**src/hw/rtl/lfmmc_pkg.sv**
```systemverilog
// Shared types, register codes, reset values and helpers for the line follower mode control.
package lfmmc_pkg;

    // Operating mode
    typedef enum logic [1:0] {
        MODE_FOLLOW = 2'd0,
        MODE_SLOW   = 2'd1,
        MODE_STOP   = 2'd2
    } t_mode;

    // Configuration register indexes
    typedef enum logic [2:0] {
        CFG_WHITE_THRESHOLD = 3'd0,
        CFG_CROSSOVER_COUNT = 3'd1,
        CFG_CONFIRM_TICKS   = 3'd2,
        CFG_LOCKOUT_TICKS   = 3'd3,
        CFG_STOP_TICKS      = 3'd4,
        CFG_BIAS_TICKS      = 3'd5,
        CFG_BIAS_MAGNITUDE  = 3'd6
    } t_cfg_idx;

    // Colour classes
    localparam logic [1:0] COLOUR_RED   = 2'd1;
    localparam logic [1:0] COLOUR_GREEN = 2'd2;

    localparam int CFG_DATA_W = 10;

    // Register reset values
    localparam logic [9:0] RST_WHITE_THRESHOLD = 10'd512;
    localparam logic [2:0] RST_CROSSOVER_COUNT = 3'd3;
    localparam logic [2:0] RST_CONFIRM_TICKS   = 3'd3;
    localparam logic [7:0] RST_LOCKOUT_TICKS   = 8'd20;
    localparam logic [9:0] RST_STOP_TICKS      = 10'd200;
    localparam logic [7:0] RST_BIAS_TICKS      = 8'd60;
    localparam logic [7:0] RST_BIAS_MAGNITUDE  = 8'd25;

    // Debounce counter step: clears on a miss, counts up to the confirm limit on a hit
    function automatic logic [2:0] debounce(input logic [2:0] cnt, input logic hit,
                                            input logic [2:0] limit);
        logic [2:0] res;
        if (!hit) begin
            res = 3'd0;
        end else if (cnt < limit) begin
            res = cnt + 3'd1;
        end else begin
            res = cnt;
        end
        return res;
    endfunction

endpackage

```
**src/hw/rtl/line_follower_marker_mode_control.sv**
```systemverilog
// Line follower marker detection, mode control, steering bias and LED state.
//
//  channel | direction | handshake                  | payload
//  --------+-----------+----------------------------+-------------------------------------
//  in      | input     | i_in_valid / o_in_stall    | four sensors, colour, steer, bumps
//  out     | output    | o_out_valid / i_out_stall  | motor command, flags, LEDs, laps, mode
//  cfg     | input     | i_cfg_we                   | i_cfg_index, i_cfg_data
//
// One item per cycle while the output is not stalled; each item passes the input register,
// then one pass of threshold/debounce/mode logic into the state and result registers.
// Reset (i_rst_n low, synchronous) clears all control state and loads register defaults.
// The result register and the input register each hold one item, so the input side can take
// one more item while a result waits; a stall on the output backs up into o_in_stall.
module line_follower_marker_mode_control (
    input  logic        i_clk,
    input  logic        i_rst_n,
    // input channel
    input  logic        i_in_valid,
    output logic        o_in_stall,
    input  logic [9:0]  i_sensor_left,
    input  logic [9:0]  i_sensor_left_mid,
    input  logic [9:0]  i_sensor_right_mid,
    input  logic [9:0]  i_sensor_right,
    input  logic [1:0]  i_colour_class,
    input  logic signed [15:0] i_steer_value,
    input  logic        i_bump_left,
    input  logic        i_bump_right,
    // output channel
    output logic        o_out_valid,
    input  logic        i_out_stall,
    output logic        o_motor_action,
    output logic signed [15:0] o_motor_drive,
    output logic        o_slow_zone_flag,
    output logic        o_led_red_on,
    output logic        o_led_green_on,
    output logic        o_led_blue_on,
    output logic [7:0]  o_laps_done,
    output logic [1:0]  o_mode_now,
    // configuration port
    input  logic        i_cfg_we,
    input  logic [2:0]  i_cfg_index,
    input  logic [lfmmc_pkg::CFG_DATA_W-1:0] i_cfg_data
);

    // Configuration registers
    logic [9:0] r_white_threshold;
    logic [2:0] r_crossover_count;
    logic [2:0] r_confirm_ticks;
    logic [7:0] r_lockout_ticks;
    logic [9:0] r_stop_ticks;
    logic [7:0] r_bias_ticks;
    logic [7:0] r_bias_magnitude;

    always_ff @(posedge i_clk) begin
        if (!i_rst_n) begin
            r_white_threshold <= lfmmc_pkg::RST_WHITE_THRESHOLD;
            r_crossover_count <= lfmmc_pkg::RST_CROSSOVER_COUNT;
            r_confirm_ticks   <= lfmmc_pkg::RST_CONFIRM_TICKS;
            r_lockout_ticks   <= lfmmc_pkg::RST_LOCKOUT_TICKS;
            r_stop_ticks      <= lfmmc_pkg::RST_STOP_TICKS;
            r_bias_ticks      <= lfmmc_pkg::RST_BIAS_TICKS;
            r_bias_magnitude  <= lfmmc_pkg::RST_BIAS_MAGNITUDE;
        end else if (i_cfg_we) begin
            case (lfmmc_pkg::t_cfg_idx'(i_cfg_index))
                lfmmc_pkg::CFG_WHITE_THRESHOLD: r_white_threshold <= i_cfg_data[9:0];
                lfmmc_pkg::CFG_CROSSOVER_COUNT: r_crossover_count <= i_cfg_data[2:0];
                lfmmc_pkg::CFG_CONFIRM_TICKS:   r_confirm_ticks   <= i_cfg_data[2:0];
                lfmmc_pkg::CFG_LOCKOUT_TICKS:   r_lockout_ticks   <= i_cfg_data[7:0];
                lfmmc_pkg::CFG_STOP_TICKS:      r_stop_ticks      <= i_cfg_data[9:0];
                lfmmc_pkg::CFG_BIAS_TICKS:      r_bias_ticks      <= i_cfg_data[7:0];
                lfmmc_pkg::CFG_BIAS_MAGNITUDE:  r_bias_magnitude  <= i_cfg_data[7:0];
                default: ;
            endcase
        end
    end

    // Handshake and input register
    logic        r_in_valid;
    logic        r_out_valid;
    logic        w_fire;
    logic        w_in_accept;
    logic [9:0]  r_sensor_left;
    logic [9:0]  r_sensor_left_mid;
    logic [9:0]  r_sensor_right_mid;
    logic [9:0]  r_sensor_right;
    logic [1:0]  r_colour;
    logic signed [15:0] r_steer;
    logic        r_bump;

    assign w_fire      = r_in_valid && (!r_out_valid || !i_out_stall);
    assign o_in_stall  = r_in_valid && !w_fire;
    assign w_in_accept = i_in_valid && !o_in_stall;

    always_ff @(posedge i_clk) begin
        if (!i_rst_n) begin
            r_in_valid  <= 1'b0;
            r_out_valid <= 1'b0;
        end else begin
            if (w_in_accept) begin
                r_in_valid <= 1'b1;
            end else if (w_fire) begin
                r_in_valid <= 1'b0;
            end
            if (w_fire) begin
                r_out_valid <= 1'b1;
            end else if (!i_out_stall) begin
                r_out_valid <= 1'b0;
            end
        end
    end

    always_ff @(posedge i_clk) begin
        if (w_in_accept) begin
            r_sensor_left      <= i_sensor_left;
            r_sensor_left_mid  <= i_sensor_left_mid;
            r_sensor_right_mid <= i_sensor_right_mid;
            r_sensor_right     <= i_sensor_right;
            r_colour           <= i_colour_class;
            r_steer            <= i_steer_value;
            r_bump             <= i_bump_left | i_bump_right;
        end
    end

    // Control state
    lfmmc_pkg::t_mode r_mode, n_mode;
    logic [9:0] r_stop_count, n_stop_count;
    logic [7:0] r_lap_total, n_lap_total;
    logic [7:0] r_bias_count, n_bias_count;
    logic [7:0] r_lockout_count, n_lockout_count;
    logic       r_armed, n_armed;
    logic [2:0] r_finish_count, n_finish_count;
    logic [2:0] r_red_count, n_red_count;
    logic [2:0] r_green_count, n_green_count;
    logic [2:0] r_left_count, n_left_count;
    logic       r_left_seen, n_left_seen;
    logic       r_on_straight, n_on_straight;
    logic       r_led_red, n_led_red;
    logic       r_led_green, n_led_green;
    logic       r_led_blue, n_led_blue;
    logic       r_slow_flag, n_slow_flag;
    logic       r_action, n_action;
    logic signed [15:0] r_drive, n_drive;

    // Thresholding, crossover lockout and corner marker
    logic       w_l, w_lm, w_rm, w_r;
    logic [2:0] w_white_cnt;
    logic       w_cx;
    logic [7:0] w_lockout;
    logic       w_blocked;
    logic [2:0] w_left_cnt;
    logic       w_left_seen;
    logic       w_straight;

    always_comb begin
        w_l  = r_sensor_left      > r_white_threshold;
        w_lm = r_sensor_left_mid  > r_white_threshold;
        w_rm = r_sensor_right_mid > r_white_threshold;
        w_r  = r_sensor_right     > r_white_threshold;
        w_white_cnt = {2'b00, w_l} + {2'b00, w_lm} + {2'b00, w_rm} + {2'b00, w_r};
        w_cx = w_white_cnt >= r_crossover_count;
        if (w_cx) begin
            w_lockout = r_lockout_ticks;
        end else if (r_lockout_count != 8'd0) begin
            w_lockout = r_lockout_count - 8'd1;
        end else begin
            w_lockout = 8'd0;
        end
        w_blocked   = w_cx || (w_lockout != 8'd0);
        w_left_cnt  = lfmmc_pkg::debounce(r_left_count, !w_blocked && w_l && !w_r,
                                          r_confirm_ticks);
        w_left_seen = w_left_cnt >= r_confirm_ticks;
        w_straight  = r_on_straight ^ (w_left_seen && !r_left_seen);
    end

    // Marker and timer decisions
    logic [9:0] w_stop_inc;
    logic       w_stop_done;
    logic [2:0] w_green_cnt, w_red_cnt, w_finish_cnt;
    logic       w_green_ok, w_red_ok, w_finish;

    always_comb begin
        w_stop_inc   = r_stop_count + 10'd1;
        w_stop_done  = w_stop_inc >= r_stop_ticks;
        w_green_cnt  = lfmmc_pkg::debounce(r_green_count, r_colour == lfmmc_pkg::COLOUR_GREEN,
                                           r_confirm_ticks);
        w_green_ok   = w_green_cnt >= r_confirm_ticks;
        w_red_cnt    = lfmmc_pkg::debounce(r_red_count, r_colour == lfmmc_pkg::COLOUR_RED,
                                           r_confirm_ticks);
        w_red_ok     = w_red_cnt >= r_confirm_ticks;
        w_finish_cnt = lfmmc_pkg::debounce(r_finish_count, !w_blocked && w_r && !w_l,
                                           r_confirm_ticks);
        w_finish     = r_armed && (w_finish_cnt >= r_confirm_ticks);
    end

    // Biased steering, saturated to 16 bits
    logic signed [16:0] w_bias;
    logic signed [16:0] w_sum;
    logic signed [15:0] w_biased;

    always_comb begin
        w_bias = r_lap_total[0] ? $signed({9'd0, r_bias_magnitude})
                                : -$signed({9'd0, r_bias_magnitude});
        w_sum  = {r_steer[15], r_steer} + w_bias;
        if (w_sum[16] != w_sum[15]) begin
            w_biased = w_sum[16] ? 16'sh8000 : 16'sh7FFF;
        end else begin
            w_biased = w_sum[15:0];
        end
    end

    // Next mode
    always_comb begin
        case (r_mode)
            lfmmc_pkg::MODE_STOP: begin
                n_mode = w_stop_done ? lfmmc_pkg::MODE_FOLLOW : lfmmc_pkg::MODE_STOP;
            end
            lfmmc_pkg::MODE_SLOW: begin
                n_mode = w_green_ok ? lfmmc_pkg::MODE_FOLLOW : lfmmc_pkg::MODE_SLOW;
            end
            default: begin
                if (w_finish) begin
                    n_mode = lfmmc_pkg::MODE_STOP;
                end else if (w_red_ok) begin
                    n_mode = lfmmc_pkg::MODE_SLOW;
                end else begin
                    n_mode = lfmmc_pkg::MODE_FOLLOW;
                end
            end
        endcase
    end

    // Counters, flags, LEDs and motor command
    always_comb begin
        n_stop_count    = r_stop_count;
        n_lap_total     = r_lap_total;
        n_bias_count    = r_bias_count;
        n_lockout_count = r_lockout_count;
        n_armed         = r_armed;
        n_finish_count  = r_finish_count;
        n_red_count     = r_red_count;
        n_green_count   = r_green_count;
        n_left_count    = r_left_count;
        n_left_seen     = r_left_seen;
        n_on_straight   = r_on_straight;
        n_led_red       = r_led_red;
        n_led_green     = r_led_green;
        n_led_blue      = r_led_blue;
        n_slow_flag     = r_slow_flag;
        n_action        = 1'b1;
        n_drive         = r_steer;
        case (r_mode)
            lfmmc_pkg::MODE_STOP: begin
                n_action     = 1'b0;
                n_drive      = 16'sd0;
                n_led_red    = !w_stop_done;
                n_led_green  = 1'b0;
                n_led_blue   = 1'b0;
                n_stop_count = w_stop_done ? 10'd0 : w_stop_inc;
                n_armed      = r_armed && !w_stop_done;
            end
            lfmmc_pkg::MODE_SLOW: begin
                n_lockout_count = w_lockout;
                n_left_count    = w_left_cnt;
                n_left_seen     = w_left_seen;
                n_on_straight   = w_straight;
                n_led_green     = w_straight;
                n_led_blue      = r_bump;
                n_slow_flag     = !w_green_ok;
                if (r_bias_count != 8'd0) begin
                    n_bias_count = r_bias_count - 8'd1;
                    n_drive      = w_biased;
                end
                // green confirmed: leave slow zone and drop any remaining bias
                if (w_green_ok) begin
                    n_green_count = 3'd0;
                    n_bias_count  = 8'd0;
                end else begin
                    n_green_count = w_green_cnt;
                end
            end
            default: begin
                n_lockout_count = w_lockout;
                n_left_count    = w_left_cnt;
                n_left_seen     = w_left_seen;
                n_on_straight   = w_straight;
                n_led_green     = w_straight;
                n_led_blue      = 1'b0;
                n_slow_flag     = 1'b0;
                // finish marker only counts once armed by a dark right sensor
                if (!r_armed) begin
                    n_armed = !w_r;
                end else begin
                    n_finish_count = w_finish_cnt;
                end
                if (w_finish) begin
                    n_lap_total    = r_lap_total + 8'd1;
                    n_finish_count = 3'd0;
                    n_stop_count   = 10'd0;
                end else if (w_red_ok) begin
                    n_red_count  = 3'd0;
                    n_bias_count = r_bias_ticks;
                end else begin
                    n_red_count = w_red_cnt;
                end
            end
        endcase
    end

    // State and result registers, updated once per item
    always_ff @(posedge i_clk) begin
        if (!i_rst_n) begin
            r_mode          <= lfmmc_pkg::MODE_FOLLOW;
            r_stop_count    <= 10'd0;
            r_lap_total     <= 8'd0;
            r_bias_count    <= 8'd0;
            r_lockout_count <= 8'd0;
            r_armed         <= 1'b0;
            r_finish_count  <= 3'd0;
            r_red_count     <= 3'd0;
            r_green_count   <= 3'd0;
            r_left_count    <= 3'd0;
            r_left_seen     <= 1'b0;
            r_on_straight   <= 1'b1;
            r_led_red       <= 1'b0;
            r_led_green     <= 1'b0;
            r_led_blue      <= 1'b0;
            r_slow_flag     <= 1'b0;
        end else if (w_fire) begin
            r_mode          <= n_mode;
            r_stop_count    <= n_stop_count;
            r_lap_total     <= n_lap_total;
            r_bias_count    <= n_bias_count;
            r_lockout_count <= n_lockout_count;
            r_armed         <= n_armed;
            r_finish_count  <= n_finish_count;
            r_red_count     <= n_red_count;
            r_green_count   <= n_green_count;
            r_left_count    <= n_left_count;
            r_left_seen     <= n_left_seen;
            r_on_straight   <= n_on_straight;
            r_led_red       <= n_led_red;
            r_led_green     <= n_led_green;
            r_led_blue      <= n_led_blue;
            r_slow_flag     <= n_slow_flag;
        end
    end

    always_ff @(posedge i_clk) begin
        if (w_fire) begin
            r_action <= n_action;
            r_drive  <= n_drive;
        end
    end

    // Result fields: the state after the step is held until the item leaves
    assign o_out_valid      = r_out_valid;
    assign o_motor_action   = r_action;
    assign o_motor_drive    = r_drive;
    assign o_slow_zone_flag = r_slow_flag;
    assign o_led_red_on     = r_led_red;
    assign o_led_green_on   = r_led_green;
    assign o_led_blue_on    = r_led_blue;
    assign o_laps_done      = r_lap_total;
    assign o_mode_now       = r_mode;

endmodule
```
**config.mk**
```make
export PLATFORM = sky130hd
export DESIGN_NAME = line_follower_marker_mode_control
export DESIGN_NICKNAME = d
export VERILOG_FILES = /design/src/hw/rtl/lfmmc_pkg.sv /design/src/hw/rtl/line_follower_marker_mode_control.sv
export SDC_FILE = /design/constraint.sdc
export NUM_CORES = 1
export LEC_CHECK = 0
export BUFFER_PORTS_ARGS = -buffer_cell sky130_fd_sc_hd__buf_2
export CAP_MARGIN = 20
export CORE_MARGIN = 2
export CORE_UTILIZATION = 59
export DETAILED_ROUTE_END_ITERATION = 8
export MAX_ROUTING_LAYER = met4
export PLACE_DENSITY = 0.77
export SYNTH_ARGS = -nofsm -noshare
export SYNTH_HDL_FRONTEND = slang
export SYNTH_SLANG_ARGS = --single-unit
```
**constraint.sdc**
```tcl
create_clock -name i_clk -period 7.6 [get_ports i_clk]
set_clock_uncertainty 0.1 [all_clocks]
set_input_delay 1.52 -clock i_clk [delete_from_list [all_inputs] [get_ports i_clk]]
set_output_delay 1.52 -clock i_clk [all_outputs]
set_load 0.01 [all_outputs]
```
==> reports/results.tsv, run 1 <==
stage	metric	value	unit
placement	PortBufs	110	
routing	Detailed Route WL	23400	um
timing	setup ws final	0.740	ns
clock_tree	cts hold-fix bufs	0	
yosys	post-synth top area cell	edfxtp_1	
power	power density cells	206	mW/mm^2
yosys	post-synthesis cell area	0.0101	mm^2
setup_path	WS Path Type	register to register	
yosys	Post-Syn Area per Cell	9.28	um^2
clock_tree	CTS tree	done	
die	Die X	135	um
grt	first-pass GRT wire length	37300	um
placement	pre-CTS setup slack	0.791	ns
setup_path	Worst EP arrival	7.06	ns
clock_tree	H-tree depth	4	
die	row cnt	47	
timing	Slew Viols, Final	0	
clock_tree	post-CTS resize count	0	
die	Die ar.	0.0183	mm^2
timing	final hold vios	0	
timing	slew margin rel.	0.293	
yosys	Yosys top cell area share	0.225	
placement	dpl hpwl	16800	um
yosys	syn nets	1278	
timing	RSZ-0062 raised after global routing	false	
routing	DR vias	8449	
routing	DRC	0	
yosys	Async SR Flop Fraction	0	
yosys	register area share after synthesis	0.436	
grt	largest net degree at the start of global routing	60	
run	number of max-cap violations	0	
setup_path	reg2reg setup slack	0.74	ns
die	Die Y-Extent	135	um
yosys	ranking of synthesized cells by area	edfxtp_1 22%, dfxtp_1 21%, ha_1 13%, nand2_1 5.3%, a21oi_1 5.2%	
yosys	yosys warns	0	
min_path	Hold Crit Class	register to register	
final_layout	Nets	1382	
die	Initial Utilization	0.608	
routing	DR WL/cell	16.4	um
yosys	post-synth cell types	62	
yosys	number of synthesized register bits	183	
setup_path	CP startpoint kind	register	
grt	vias in the first global route	7652	
setup_path	crit-path max FO	10	
setup_path	Critical Path RT	7.80	ns
clock_tree	Root Driver	clkbuf_16	
yosys	Syn Inst Count	1094	
die	I/O Pins	111	
placement	routability cong.	0.874	
timing	WHS	0.350	ns
timing	TNS Setup	0	ns
power	Peak VDD IR	212	uV
routing	vias per inst	5.90	
clock_tree	Longest Clk Path Bufs	2	
clock_tree	CTS clk-pin slew, worst paths	0.07	ns
clock_tree	Clock Latency Late Sink	0.45	ns
timing	Slew @ Worst Pin	1.06	ns
timing	final setup vio count	0	
yosys	number of synthesized flops with an enable pin	76	
yosys	Primary FF master, synth	dfxtp_1	
die	CORE AREA	0.0167	mm^2
grt	Remaining Overflow, GRT	0	
clock_tree	Inserted Clock Buffers	17	
final_layout	layout cells sized above 1	0.139	
final_layout	fin util	0.691	
grt	initial antenna violation count	0	
routing	ANT nets after route	0	
final_layout	Fill cells	1328	
setup_path	Critical Path Sink Type	register	
final_layout	Layout area overhead	13.8	%
final_layout	diodes inserted	0	
routing	DR iter-0 viols	725	
routing	Pre-Repair DR Iteration Count	9	
power	cell leakage power	4.85	nW
clock_tree	clock sink count	183	
grt	All-Layer GR Usage	0.266	
run_status	outcome	finished clean	
timing	Period minus WS final	6.86	ns
clock_tree	post-CTS setup buffers	0	
timing	Peak Freq	0.146	GHz
timing	Final period util	0.903	
## power by group
part	switching (mW)	internal, mW	total, mW
logic	0.231	0.155	0.386
registers	0.0276	1.07	1.10
clock network	0.449	0.451	0.900
## final timing paths
path / start / to / cells after the start
hold / removal: r_bias_ticks[6] / r_bias_ticks[6] / 2
setup / recovery: r_white_threshold[7] / r_bias_count[4] / 25
setup reg to reg: r_white_threshold[7] / r_bias_count[4] / 25
hold reg to reg: r_bias_ticks[6] / r_bias_ticks[6] / 2
## per-layer routing
layer / up-vias / global-route usage / wire, um
li1: 4160 / - / -
met1: 3960 / 0.357 / 10500
met2: 286 / 0.411 / 11000
met3: 43 / 0.0486 / 1470
met4: 0 / 0.0828 / 453
met5: - / - / 0
## critical path: stages, from the launching register on
cell and delay, ns:
dfxtp_1 0.34, inv_1 0.09, ha_1 0.31, a211oi_1 0.23, nor2_1 0.07, a211o_1 0.22, o21ai_0 0.50, inv_1 0.13
fa_1 0.48, ha_1 0.21, ha_1 0.18, ha_1 0.29, a21oi_1 0.21, o21a_1 0.23, mux2i_1 0.23, or4b_4 0.49
nand4bb_2 0.32, a21o_1 0.23, ha_1 0.26, nand2b_1 0.15, a21o_1 0.18, a21o_1 0.24, a21oi_1 0.26, o221ai_1 0.38
o21ai_0 0.29, a21oi_1 0.09
## area by class of cell
class	count	area (um^2)	share of cell area
Clock inverter	15	199	0.0172
Timing Repair Buffer	120	623	0.0540
Clock buffer	17	425	0.0369
Tap cell	220	275	0.0238
Multi-Input combinational cell	816	5370	0.465
Inverter	60	225	0.0195
Sequential cell	183	4420	0.383
## metrics by stage
step	area, um^2	instances	power (mW)
2_1_floorplan	10100	1094	1.38
3_3_place_gp	10900	1397	1.48
3_5_place_dp	10900	1397	1.49
4_1_cts	11500	1429	2.39
5_1_grt	11500	1431	2.48
6_report	11500	1431	2.38
## cells in the final DEF (no fill, tap or decap), types with 12 or more instances in the layout
master     synthesis  final
a211oi_1          21     21
a21o_1            24     24
a21oi_1          106    106
buf_2              2    111
clkbuf_16          0     17
dfxtp_1          107    107
edfxtp_1          76     76
ha_1             104    104
inv_1             59     58
nand2_1          144    144
nand2b_1          23     23
nand3_1           25     25
nand4_1           12     12
nor2_1            92     92
nor3_1            14     14
o211ai_1          16     16
o21a_1            12     12
o21ai_0           42     42
xnor2_1           14     14
xor2_1            30     30
## cell families (layout without fill, tap and decap cells)
logic type / count (synthesis) / after routing / synth area share
mux: 12 / 12 / 0.0121
xor+xnor: 44 / 44 / 0.0380
flops: 183 / 183 / 0.436
fa+ha+maj: 106 / 106 / 0.132
compound gates: 288 / 288 / 0.178
simple gates: 366 / 366 / 0.168
buf+inv: 95 / 212 / 0.0354
## Yosys cell counts (11+ instances only)
cell / n
a211oi_1: 21
a21o_1: 24
a21oi_1: 106
a22oi_1: 11
clkbuf_1: 29
dfxtp_1: 107
edfxtp_1: 76
ha_1: 104
inv_1: 59
nand2_1: 144
nand2b_1: 23
nand3_1: 25
nand4_1: 12
nor2_1: 92
nor3_1: 14
o211ai_1: 16
o21a_1: 12
o21ai_0: 42
xnor2_1: 14
xor2_1: 30
## registers in the layout, indices dropped and copies added (netlist names), 3 cells and up
| register | cells |
|---|---|
| r_white_threshold | 10 |
| r_bias_count | 8 |
| r_lockout_ticks | 8 |
| r_sensor_left_mid | 10 |
| r_sensor_right | 10 |
| r_finish_count | 3 |
| r_bias_ticks | 8 |
| r_green_count | 3 |
| r_stop_count | 10 |
| r_bias_magnitude | 8 |
| r_sensor_right_mid | 10 |
| r_steer | 16 |
| r_red_count | 3 |
| o_laps_done | 8 |
| r_confirm_ticks | 3 |
| r_stop_ticks | 10 |
| r_left_count | 3 |
| r_sensor_left | 10 |
| r_crossover_count | 3 |
| r_lockout_count | 8 |
| o_motor_drive | 16 |
Note: power is estimated with default switching activity, not from simulation.
==> inputs of run 2 (changes only) <==
--- a/config.mk
+++ b/config.mk
@@ -6,11 +6,12 @@
 export NUM_CORES = 1
 export LEC_CHECK = 0
+export ABC_AREA = 1
 export BUFFER_PORTS_ARGS = -buffer_cell sky130_fd_sc_hd__buf_2
 export CAP_MARGIN = 20
 export CORE_MARGIN = 2
-export CORE_UTILIZATION = 59
+export CORE_UTILIZATION = 60
 export DETAILED_ROUTE_END_ITERATION = 8
 export MAX_ROUTING_LAYER = met4
-export PLACE_DENSITY = 0.77
+export PLACE_DENSITY = 0.78
 export SYNTH_ARGS = -nofsm -noshare
 export SYNTH_HDL_FRONTEND = slang
==> constraint.sdc (replaced) <==
create_clock -name i_clk -period 7.15 [get_ports i_clk]
set_clock_uncertainty 0.1 [all_clocks]
set_input_delay 1.0725 -clock i_clk [delete_from_list [all_inputs] [get_ports i_clk]]
set_output_delay 1.0725 -clock i_clk [all_outputs]
set_load 0.01 [all_outputs]
==> run 2 against run 1 <==
Net effect:
- non-clock buffer count fell by 7
- total power rose by 7.0%
- critical path depth rose by 11
- synthesized cell count rose by 20%
- die area rose by 2.1%
- count of clock-buffer cells in the layout rose by 1
- register-to-register slack improved by 0.75 ns
- highest routed layer unchanged
==> reports/results.tsv, run 2 <==
stage	metric	value	unit	change
final_layout	Nets	1603		+16%
final_layout	Design Area, Final	0.0119	mm^2	+2.9%
run	number of max-cap violations	0		unchanged
final_layout	layout cells sized above 1	0.124		-0.0151
setup_path	Critical Path RT	7.44	ns	-0.36 ns
setup_path	slowest library cell on the worst path	fa_1		
setup_path	CP startpoint kind	register		
clock_tree	Clock Latency Late Sink	0.45	ns	about the same
setup_path	crit-path max FO	9		-1
yosys	post-synth cell types	47		-24%
routing	DR iter-0 viols	627		-14%
die	row cnt	48		+2.1%
timing	Slew @ Worst Pin	1.11	ns	+0.0494 ns
clock_tree	clock sink count	183		unchanged
timing	Period minus WS final	5.66	ns	-1.20 ns
final_layout	commonest non-fill, non-tap cell in the layout	nand2_1		
timing	Final period util	0.792		-0.111
setup_path	Critical Path Sink Type	register		
run_status	outcome	finished clean		
routing	Pre-Repair DR Iteration Count	5		-4
yosys	yosys warns	0		unchanged
placement	dpl hpwl	17500	um	+4.6%
die	Die ar.	0.0186	mm^2	+2.1%
routing	top sig layer	met4		
clock_tree	Longest Clk Path Bufs	2		unchanged
clock_tree	post-CTS setup buffers	0		unchanged
final_layout	Layout area overhead	12.7	%	
setup_path	Worst setup startpoint	r_white_threshold[1]		
grt	vias in the first global route	8332		+8.9%
power	Design Power	2.55	mW	+7.0%
yosys	number of synthesized flops with an enable pin	76		unchanged
clock_tree	post-CTS resize count	0		unchanged
timing	Peak Freq	0.177	GHz	+21%
timing	final hold vios	0		unchanged
clock_tree	Inserted Clock Buffers	17		unchanged
yosys	Yosys top cell area share	0.216		-0.00841
yosys	ranking of synthesized cells by area	edfxtp_1 22%, dfxtp_1 20%, ha_1 12%, nand2_1 8.9%, inv_1 5.7%		
clock_tree	CTS clk-pin slew, worst paths	0.08	ns	about the same
timing	TNS Setup	0	ns	unchanged
grt	first-pass GRT wire length	39500	um	+6.0%
timing	Slew Viols, Final	0		unchanged
routing	vias per inst	5.41		-8.4%
yosys	Post-Syn Area per Cell	8.03	um^2	-13%
power	Peak VDD IR	193	uV	-9.1%
power	cell leakage power	5.48	nW	+13%
routing	Post-Route M1 WL	10800	um	+2.8%
clock_tree	cts hold-fix bufs	0		unchanged
die	CORE AREA	0.0172	mm^2	+3.2%
clock_tree	H-tree depth	4		unchanged
setup_path	Worst EP arrival	5.95	ns	-1.11 ns
die	Die Y-Extent	137	um	+1.0%
clock_tree	CTS tree	done		
timing	RSZ-0062 raised after global routing	false		
yosys	post-synth top area cell	edfxtp_1		
placement	PortBufs	110		unchanged
die	Initial Utilization	0.612		+0.00399
placement	routability cong.	0.887		+1.5%
grt	largest net degree at the start of global routing	78		+30%
timing	WHS	0.364	ns	+0.0134 ns
setup_path	slowest cell delay on critical path	0.44	ns	-0.06 ns
final_layout	most frequent cells in the layout	249 x nand2_1, 160 x inv_1, 154 x nor2_1		
yosys	Primary FF master, synth	dfxtp_1		
yosys	post-synthesis cell area	0.0105	mm^2	+3.9%
routing	Detailed Route WL	23900	um	+2.2%
routing	DR vias	8959		+6.0%
setup_path	reg-to-reg critical path startpoint	r_white_threshold[1]		
yosys	Post-synth top cells	249 x nand2_1, 161 x inv_1, 154 x nor2_1, 113 x a21oi_1, 107 x dfxtp_1		
grt	initial antenna violation count	0		unchanged
routing	met2 WL	11200	um	+2.4%
die	Die X	137	um	+1.0%
yosys	register area share after synthesis	0.420		-0.0163
yosys	Syn Inst Count	1313		+20%
min_path	Hold Crit Class	register to register		
routing	DR WL/cell	14.4	um	-12%
yosys	syn nets	1497		+17%
placement	Post-DP Area	0.0113	mm^2	+3.5%
grt	All-Layer GR Usage	0.278		+0.0122
routing	DRC	0		unchanged
clock_tree	Root Driver	clkbuf_16		
timing	final setup vio count	0		unchanged
timing	slew margin rel.	0.261		-0.0323
final_layout	diodes inserted	0		unchanged
grt	Remaining Overflow, GRT	0		unchanged
die	I/O Pins	111		unchanged
final_layout	fin util	0.689		-0.00202
min_path	Hold Crit Start	o_led_green_on		
routing	met3 WL	1430	um	-2.9%
yosys	number of synthesized register bits	183		unchanged
yosys	top-count cell post-synth	nand2_1		
yosys	Async SR Flop Fraction	0		unchanged
power	power density cells	215	mW/mm^2	+4.0%
setup_path	WS Path Type	register to register		
routing	ANT nets after route	0		unchanged
run 2: cells by family (layout without fill, tap and decap cells):
logic type,Yosys count,after routing,share of synthesized area
AND/OR/NAND/NOR,543,543,0.221
AO/OA/AOI/OAI,247,247,0.129
buffers and inverters,195,314,0.0701
flip-flops,183,183,0.420
adder cells (fa/ha/maj),106,106,0.127
XOR/XNOR,38,38,0.0316
multiplexers,1,1,0.00107
run 2: layout make-up:
class | instances | area [um^2]
inverters | 169 | 634
fillers | 1396 | 5360
clock buffers | 18 | 429
clock inverters | 14 | 159
repair buffers | 113 | 573
well taps | 225 | 282
flip-flops and latches | 183 | 4420
multi-input cells | 935 | 5380
run 2: path summary, 6_finish.rpt:
kind	endpoint	cells after the start	slack, ns
worst max register to register	o_laps_done[7]	36	1.49
worst min register to register	o_led_green_on	2	0.36
worst max-delay path	o_laps_done[7]	36	1.49
worst min-delay path	o_led_green_on	2	0.36
run 2: power breakdown:
part	leakage (nW)	switching [mW]	internal [mW]
clock	0.288	0.447	0.498
combinational	3.59	0.285	0.157
sequential	1.60	0.0250	1.14
run 2: routing by layer:
layer,global-route usage,vias up
met5,-,-
li1,-,4598
met4,0.0943,0
met2,0.446,278
met1,0.359,4044
met3,0.0444,39
run 2: critical path: cells and delay by family, from the launching register on:
kind                     cells  cell delay (ns)
adder cells (fa/ha/maj)      6             1.87
flip-flops                   1             0.31
buffers and inverters        5             0.51
AO/OA/AOI/OAI                6             0.86
AND/OR/NAND/NOR             19             1.97
run 2: per-stage QoR:
step / setup slack, ns / instances
floorplan: 2.28 / 1313
global placement: 1.81 / 1625
detailed placement: 1.61 / 1625
CTS: 1.58 / 1657
global route: 1.02 / 1657
finish: 1.49 / 1657
==> inputs of run 3 (changes only) <==
CORE_UTILIZATION = 54   (was 60)
PLACE_DENSITY = 0.74   (was 0.78)
clock period = 4.9 ns   (was 7.15 ns; I/O delays follow)
==> run 3 against run 2 <==
Net effect:
- die area grew 11%
- via count rose by 3.1%
- combinational power grew 87%
- the run now ends with setup timing left
- count of clock-buffer cells in the layout did not move
- critical endpoint is now r_bias_count[4]
- sequential power is 47% higher
==> reports/results.tsv, run 3 (synthesis results as in run 2) <==
stage	metric	value	unit	change
clock_tree	clock sink count	183		unchanged
final_layout	Sequential Area	0.00443	mm^2	about the same
setup_path	reg2reg setup slack	-0.14	ns	-1.63 ns
clock_tree	CTS clk-pin slew, worst paths	0.07	ns	about the same
timing	Period minus WS final	5.04	ns	-0.619 ns
setup_path	CP startpoint kind	register		
setup_path	most used cell, CP	nand2_2		
placement	routability cong.	0.920		+3.7%
power	cell leakage power	5.74	nW	+4.7%
final_layout	commonest non-fill, non-tap cell in the layout	nand2_1		
routing	DR iter-0 viols	600		-4.3%
routing	DRC	0		unchanged
run_status	failing checks	setup timing		
setup_path	Worst path depth	33		-8.3%
timing	final setup vio count	31		+31
timing	final hold vios	0		unchanged
die	CORE AREA	0.0193	mm^2	+12%
timing	Slew Viols, Final	0		unchanged
setup_path	RR Endpoint	r_bias_count[4]		
placement	PortBufs	110		unchanged
timing	Peak Freq	0.198	GHz	+12%
timing	slew margin rel.	0.408		+0.147
setup_path	FF-to-FF path depth	33		-8.3%
die	Initial Utilization	0.545		-0.0664
setup_path	Crit path max-delay family	adder cells		
clock_tree	Longest Clk Path Bufs	2		unchanged
grt	vias in the first global route	8552		+2.6%
final_layout	layout cells sized above 1	0.209		+0.0856
setup_path	slowest library cell on the worst path	fa_1		
setup_path	Worst setup startpoint	r_sensor_left_mid[1]		
routing	DR WL/cell	14.7	um	+2.0%
die	Die Y-Extent	144	um	+5.3%
final_layout	diodes inserted	0		unchanged
setup_path	slowest cell delay on critical path	0.50	ns	+0.06 ns
routing	ANT nets after route	0		unchanged
placement	dpl hpwl	18100	um	+3.3%
timing	Final period util	1.03		+0.237
placement	Cells after DPL	1693		+4.2%
timing	Slew @ Worst Pin	0.885	ns	-0.222 ns
final_layout	Nets	1643		+2.5%
grt	All-Layer GR Usage	0.259		-0.0184
final_layout	final std cells w/o fill	1737		+4.8%
run_status	outcome	finished, violations left		
min_path	Hold Crit Class	register to register		
routing	DR vias	9238		+3.1%
final_layout	Fill cells	1599		+15%
final_layout	Layout area overhead	21.7	%	
setup_path	crit-path max FO	8		-1
grt	initial antenna violation count	0		unchanged
timing	setup ws final	-0.145	ns	-1.63 ns
run	number of max-cap violations	0		unchanged
clock_tree	Inserted Clock Buffers	17		unchanged
grt	largest net degree at the start of global routing	77		-1.3%
setup_path	WS Path Type	register to register		
power	power density cells	306	mW/mm^2	+43%
setup_path	Critical Path Sink Type	register		
setup_path	Critical Path RT	5.13	ns	-2.31 ns
die	Die X	144	um	+5.3%
setup_path	Worst EP arrival	5.27	ns	-0.68 ns
power	Design Power	3.93	mW	+54%
routing	Detailed Route WL	25600	um	+7.0%
final_layout	most frequent cells in the layout	223 x nand2_1, 152 x inv_1, 140 x nor2_1		
die	row cnt	51		+6.3%
grt	Remaining Overflow, GRT	0		unchanged
timing	RSZ-0062 raised after global routing	true		
clock_tree	H-tree depth	4		unchanged
setup_path	reg-to-reg critical path startpoint	r_sensor_left_mid[1]		
die	Die ar.	0.0207	mm^2	+11%
clock_tree	CTS tree	done		
die	I/O Pins	111		unchanged
routing	vias per inst	5.32		-1.6%
clock_tree	Clock Latency Late Sink	0.44	ns	about the same
clock_tree	Root Driver	clkbuf_16		
power	Peak VDD IR	253	uV	+31%
setup_path	Crit path buffers/inverters	4		-1
final_layout	total area of multi-input combinational cells	0.00589	mm^2	+9.5%
grt	first-pass GRT wire length	40700	um	+2.9%
routing	Pre-Repair DR Iteration Count	6		+1
setup_path	crit path capture	r_bias_count[4]		
-- run 3: changes by cell type in the layout (fill, tap and decap cells not counted), sizes merged --
cell      delta
bufinv       +1
inv          -1
clkinvlp     +4
clkinv       -3
buf         +38
nand3        +1
-- run 3: timing repair --
action | CTS | global route
pin swaps | 19 | 41
gates resized for setup | 51 | 84
setup buffers | 4 | 5
setup endpoints to repair | 36 | 37
hold buffers | 0 | 0
cloned | 2 | 0
-- run 3: worst min path at each step --
stage | start | slack, ns | end | cells after the start
final | r_stop_ticks[2] | 0.36 | r_stop_ticks[2] | 2
after global routing | i_sensor_right[2] | 0.35 | r_sensor_right[2] | 1
after CTS | i_steer_value[13] | 0.35 | r_steer[13] | 1
after detailed placement | r_bias_ticks[4] | 0.35 | r_bias_ticks[4] | 2
after global placement | r_bias_ticks[4] | 0.34 | r_bias_ticks[4] | 2
after floorplan | r_lockout_ticks[4] | 0.32 | r_lockout_ticks[4] | 2
-- run 3: layer usage --
layer / up-vias / track usage / wire (um)
met4: 0 / 0.0882 / 712
li1: 4682 / - / -
met1: 4227 / 0.333 / 11700
met2: 285 / 0.417 / 11800
met5: - / - / 0
met3: 44 / 0.0457 / 1370
-- run 3: power breakdown --
| part | total (mW) | internal [mW] | switching, mW |
|---|---|---|---|
| logic | 0.829 | 0.328 | 0.501 |
| clock network | 1.41 | 0.780 | 0.626 |
| registers | 1.70 | 1.66 | 0.0383 |
-- run 3: metrics by stage --
step                hold WS [ns]  area, um^2  worst slack, ns  setup TNS, ns   util
floorplan                  0.324       10500           0.0302              0      -
detailed placement         0.351       11600           -0.477         -11.21  0.599
finish                     0.364       12800           -0.145          -2.40  0.664
CTS                        0.352       12400           -0.170          -3.16  0.643
global route               0.346       12800           -0.449         -12.64  0.664
global placement           0.343       11600           -0.298          -5.76  0.599
-- run 3: area by class of cell --
| type | count | area share |
|---|---|---|
| clock inverters | 14 | 0.0127 |
| repair buffers | 151 | 0.0725 |
| inverters | 169 | 0.0504 |
| repair inverters | 1 | 0.000585 |
| multi-input cells | 936 | 0.459 |
| well taps | 265 | 0.0258 |
| flip-flops and latches | 183 | 0.345 |
| clock buffers | 18 | 0.0342 |
-- run 3: worst min-delay path, stage by stage, from the launching register on --
cell and delay (ns):
dfxtp_1 0.30, inv_1 0.06, a21oi_1 0.06
